**src/tshr_ram.sv**
```systemverilog
// Generic single-port RAM with registered read data.
// No dependencies.
`default_nettype none

module tshr_ram #(
  parameter int unsigned WIDTH = 8,
  parameter int unsigned DEPTH = 16
) (
  input  logic                     clk_i,
  input  logic                     we_i,
  input  logic                     re_i,
  input  logic [$clog2(DEPTH)-1:0] addr_i,
  input  logic [WIDTH-1:0]         wdata_i,
  output logic [WIDTH-1:0]         rdata_o
);

  logic [WIDTH-1:0] mem_q [DEPTH];
  logic [WIDTH-1:0] rdata_q;

  always_ff @(posedge clk_i) begin
    if (we_i) begin
      mem_q[addr_i] <= wdata_i;
    end
    if (re_i) begin
      rdata_q <= mem_q[addr_i];
    end
  end

  assign rdata_o = rdata_q;

endmodule

`default_nettype wire

```
**config.mk**
```make
export PLATFORM = sky130hd
export DESIGN_NAME = tshr_ram
export DESIGN_NICKNAME = d
export VERILOG_FILES = /design/src/tshr_ram.sv
export SDC_FILE = /design/constraint.sdc
export NUM_CORES = 1
export LEC_CHECK = 0
export ABC_AREA = 1
export BUFFER_PORTS_ARGS = -buffer_cell sky130_fd_sc_hd__buf_2
export CORE_MARGIN = 2
export CORE_UTILIZATION = 26
export CTS_CLUSTER_DIAMETER = 100
export DETAILED_ROUTE_END_ITERATION = 8
export SETUP_SLACK_MARGIN = 0.1
export SLEW_MARGIN = 20
export SYNTH_ARGS = -nofsm -noshare
export SYNTH_HDL_FRONTEND = slang
export SYNTH_SLANG_ARGS = --single-unit
```
**constraint.sdc**
```tcl
create_clock -name clk_i -period 2.1 [get_ports clk_i]
set_clock_uncertainty 0.1 [all_clocks]
set_input_delay 0.21 -clock clk_i [delete_from_list [all_inputs] [get_ports clk_i]]
set_output_delay 0.21 -clock clk_i [all_outputs]
set_load 0.02 [all_outputs]
```
==> results of run 1 <==
state kept, by name, summed over array words and instances (netlist names):
name and count:
mem_q 128, rdata_o 8
Yosys cell counts:
master,count
buf_2,12
buf_4,6
clkbuf_1,3
clkinv_1,1
edfxtp_1,136
inv_1,21
inv_2,1
nand2_1,346
nand3_1,4
nor2_1,18
stage by stage:
stage                      util  area, µm²  cells  hold slack (ns)  total power [W]
after floorplan               -       5670    548            0.209          0.00336
after global placement    0.288       6220    854            0.510          0.00353
after detailed placement  0.288       6220    854            0.516          0.00353
after CTS                 0.316       6820    885           0.0718          0.00659
after global routing      0.316       6820    885           0.0687          0.00676
final                     0.316       6820    885           0.0795          0.00654
layout by cell type (no fill, tap or decap):
master and n:
nor2_1 18, inv_1 21, clkinvlp_4 4, buf_2 22, inv_2 1, buf_12 1, clkinv_2 3, inv_6 1
bufinv_16 4, nand3_1 4, edfxtp_1 136, clkinv_1 3, nand2_1 346, clkbuf_16 17, buf_4 24
power by group through the flow:
stage / Sequential, W / Combinational, W / Clock [W]
final: 0.00308 / 0.000398 / 0.00307
after global routing: 0.00308 / 0.000447 / 0.00323
after CTS: 0.00308 / 0.000403 / 0.00311
after detailed placement: 0.00313 / 0.000401 / 0
after global placement: 0.00313 / 0.000399 / 0
after floorplan: 0.00315 / 0.000210 / 0
metal layers:
metal  routed length (µm)  vias to the layer above  part of all wire
met5                    0                        -                 0
li1                     -                     1845                 -
met2                 6700                      111              0.49
met1                 6110                     1803              0.45
met3                  626                       20             0.046
met4                  297                        0             0.022
final timing paths:
path                    start          to  slack, ns  cells after the start
hold reg to reg   mem_q[2][5]  rdata_o[5]       0.69                      8
setup reg to reg  mem_q[4][0]  rdata_o[0]       0.79                      8
setup / recovery    addr_i[1]  rdata_o[0]       0.73                      9
hold / removal           re_i  rdata_o[5]       0.08                      1
area by class of cell:
cell class | instances | area (µm²) | share of cell area
Multi-Input combinational cell | 368 | 1390 | 0.203
Clock buffer | 17 | 425 | 0.0623
Timing Repair Buffer | 47 | 310 | 0.0455
Sequential cell | 136 | 4080 | 0.598
Tap cell | 280 | 350 | 0.0513
Clock inverter | 14 | 181 | 0.0266
Inverter | 23 | 86.3 | 0.0127
cells by family (layout without fill, tap and decap cells):
kind of cell,after synthesis,count (layout),share of synthesized area
buf+inv,44,101,0.0357
flops,136,136,0.720
simple gates,368,368,0.244
==> results.cfg, run 1 <==
[run_status]
status = finished clean

[worst_setup_path]
path_delay_family = buffers and inverters
cp_max_fo = 22
max_stage_delay_ns = 0.35
worstSetupPathType = in2reg
crit_top_cell = nand2_1
path_cells = buf_2, clkinv_1, buf_4, nand2_1, nand2_1, nand2_1, nand2_1, inv_1, nand2_1
cp-end-kind = flop
critPathRequiredTime_ns = 2.16
worstSetupStartpointType = primary input
crit_slowest_cell = buf_4
worst-path-buf-inv = 4
cp.arrival_ns = 1.42

[sta]
finalSetupTns_ns = 0
worst_pin_slew_ns = 0.487
setup_viol_count_final = 0
slew_headroom = 0.675
max_freq_mhz = 731
finalCriticalPeriod_ns = 1.37
maxSlewViolCount = 0
rsz0062_at_grt = no
period_share = 0.652
worst_slack_ns = 0.732
hold_viol = 0

[route]
avgRoutedWirePerCell_um = 15.5
drc = 0
initialDrtViolationCount = 329
first_pass_iters = 5
antenna_left = 0
vias = 3779
via_per_inst = 4.27
wl_mm = 13.7

[clocking]
cts_tree = built
clockBufferDepth = 2
insertion_delay_ns = 0.42
holdBufCountCts = 0
clock_sinks = 136
clk_pin_slew_ns = 0.06
cts_resized = 0
cts-root-buf = clkbuf_16
cts_setup_buffers = 0
cts_buffers = 17
cts_max_level = 4

[power]
p_leak_nw = 2.86
p_switching_w = 0.00142
combPwrFrac = 0.061
p_int_w = 0.00513
sw_frac_of_total = 0.216
seqPwrFrac = 0.470
p_per_area_mw_per_mm2 = 959
ir_drop_mv = 0.527
power.share.clock = 0.469

[yosys]
synth_fp_nets = 563
synth.distinct_cells = 10
yosysWarningCount = 0
syn-cell-area_mm2 = 0.00567
postSynthAreaPerCell_um2 = 10.4
synthTopCellsByArea = edfxtp_1 72%, nand2_1 23%, inv_1 1.4%
synth_top_area_cell = edfxtp_1
yosysTopAreaCellShare = 0.720
syn_inst = 548
synth-seq-cells = 136
yosysSeqAreaShare = 0.720

[cells_and_area]
area_growth_pct = 20.3
fill_cells = 2253
fin_nets = 608
antenna_cells = 0
final_layout_size_suffix_gt1_frac = 0.127

[placed_design]
gp_congestion = 0.821
dp_hpwl_mm = 8.59
portBuffers = 22
pre_cts_ws_ns = 0.344

[global_routing]
use_met3 = 0.0311
use_met2 = 0.206
grt_pass1_wl_mm = 20.5
grt_usage = 0.127
grt_pass1_vias = 3680
met1_usage = 0.160
antenna_found_initial = 0
grt.busiest_layer = met2
grt_max_degree = 36
gr-total-overflow = 0

[floorplan]
start_util = 0.262
rows = 54
die_w_um = 152
die-area_mm2 = 0.0230
io_pins = 23
die_h_um = 152
core_area_mm2 = 0.0216

[worst_hold_path]
hold_path.class = in2reg

[flow_run]
drv_cap = 0
Power figures use the tool's default switching activity.
==> run 2, diff against run 1 <==
==> constraint.sdc (replaced) <==
create_clock -name clk_i -period 1.3 [get_ports clk_i]
set_clock_uncertainty 0.1 [all_clocks]
set_input_delay 0.13 -clock clk_i [delete_from_list [all_inputs] [get_ports clk_i]]
set_output_delay 0.13 -clock clk_i [all_outputs]
set_load 0.02 [all_outputs]
==> run 2 against run 1 <==
Utilization up 1.3 points; sequential share of layout area down 2.3 points; die area unchanged; hold slack worse by 0.045 ns; highest routed layer unchanged.
==> results.cfg, run 2 (synthesis results as in run 1) <==
[route]
wl_met1_mm = 6.03
antenna_left = 0
met3_length_um = 643
first_pass_iters = 4
via_per_inst = 4.22
top_layer_used = met4
vias = 3713
dr_wl_met2_mm = 6.20
initialDrtViolationCount = 246
drc = 0
wl_mm = 13.1
avgRoutedWirePerCell_um = 14.9

[clocking]
cts_max_level = 4
insertion_delay_ns = 0.42
clk_pin_slew_ns = 0.06
cts_buffers = 17
clock_sinks = 136
cts_setup_buffers = 0
clockBufferDepth = 2
cts-root-buf = clkbuf_16
cts_tree = built

[cells_and_area]
final_layout_size_suffix_gt1_frac = 0.189
area_growth_pct = 25.1
final_util = 0.328
largest_reg_flops = 128
fin_nets = 601
antenna_cells = 0
final_cell_area_mm2 = 0.00710
final_common_cell = nand2_1
fill_cells = 2172
mostFrequentLayoutCells = 336 x nand2_1, 136 x edfxtp_1, 17 x clkbuf_16, 16 x nor2_4
largest-register = mem_q

[sta]
worst_slack_ns = 0.0278
period_share = 0.979
maxSlewViolCount = 0
finalSetupTns_ns = 0
worst_pin_slew_ns = 0.413
setup_viol_count_final = 0
max_freq_mhz = 786
finalCriticalPeriod_ns = 1.27
hold_viol = 0
slew_headroom = 0.725
rsz0062_at_grt = yes

[worst_setup_path]
crit_slowest_cell = edfxtp_1
cp_max_fo = 1
timing.rr.end = rdata_o[3]
cp-startpoint = rdata_o[4]
path_delay_family = flip-flops
worst-path-buf-inv = 1
rr_startpoint = mem_q[5][3]
endpoint = rdata_o[4]
max_stage_delay_ns = 0.46
path_cells = buf_6
worstSetupStartpointType = flop
r2r_slack_ns = 0.07
critPathRequiredTime_ns = 1.07
cp.arrival_ns = 1.04
cp-end-kind = output pin
worstSetupPathType = reg2out
crit_cells = 1
reg2reg_depth = 8

[global_routing]
grt_usage = 0.125
gr-total-overflow = 0
grt_pass1_vias = 3822
grt_max_degree = 35
grt_pass1_wl_mm = 20.9
antenna_found_initial = 0

[floorplan]
die_h_um = 152
die-area_mm2 = 0.0230
core_area_mm2 = 0.0216
die_w_um = 152
start_util = 0.262
rows = 54
io_pins = 23

[placed_design]
portBuffers = 22
pre_cts_ws_ns = -0.155
dp_hpwl_mm = 8.34
gp_congestion = 0.773
dpl-instance-area_mm2 = 0.00636

[run_status]
status = finished clean

[worst_hold_path]
hold_path.class = in2reg

[power]
p_per_area_mw_per_mm2 = 1550
ir_drop_mv = 0.870
p_leak_nw = 2.87
p_total_w = 0.0110

[flow_run]
drv_cap = 0
run 2: cell types whose count changed in the layout (fill, tap and decap cells not counted), moves of 8 or more:
cell / change
nor2_1: -18
nor2_4: +16
buf_4: -10
nand2_1: -10
nand2_2: +10
inv_1: -9
inv_2: +9
buf_2: -8
buf_6: +8
run 2: worst min-delay path by stage:
stage,startpoint,cells after the start,slack [ns],endpoint
2_1_floorplan,wdata_i[0],0,0.13,mem_q[0][0]
3_3_place_gp,re_i,1,0.40,rdata_o[0]
3_5_place_dp,re_i,1,0.41,rdata_o[6]
4_1_cts,wdata_i[7],1,0.03,mem_q[11][7]
5_1_grt,wdata_i[7],1,0.03,mem_q[7][7]
6_report,wdata_i[7],1,0.03,mem_q[2][7]
run 2: final cells by class:
type / instances / area (µm²) / share of cell area
timing repair buffer: 40 / 335 / 0.0472
clock inverter: 14 / 221 / 0.0312
inverter: 23 / 91.3 / 0.0129
multi-input combinational: 368 / 1590 / 0.224
clock buffer: 18 / 429 / 0.0605
sequential: 136 / 4080 / 0.575
tap: 280 / 350 / 0.0494
run 2: stage by stage:
step	hold WS (ns)	cells
floorplan	0.129	548
global placement	0.405	846
detailed placement	0.413	846
CTS	0.0300	879
global route	0.0284	879
finish	0.0348	879
run 2: what timing repair did:
action,CTS,global route
endpoints found under the setup margin,11,16
pin swaps,11,13
resized for setup,19,14
hold endpoints to repair,8,0
gates cloned,0,0
hold buffers,1,0
run 2: report_power, final:
part,leakage [nW],total [W],switching [W],internal [W]
clock,0.307,0.00528,0.00186,0.00342
combinational,1.33,0.000723,0.000497,0.000226
sequential,1.24,0.00497,0.0000321,0.00494
total,2.87,0.0110,0.00239,0.00859
run 2: layer usage:
metal  global-route usage  vias to the layer above
met3               0.0296                       15
met5                    0                        -
li1                     -                     1841
met4               0.0472                        0
met2                0.198                       79
met1                0.167                     1778
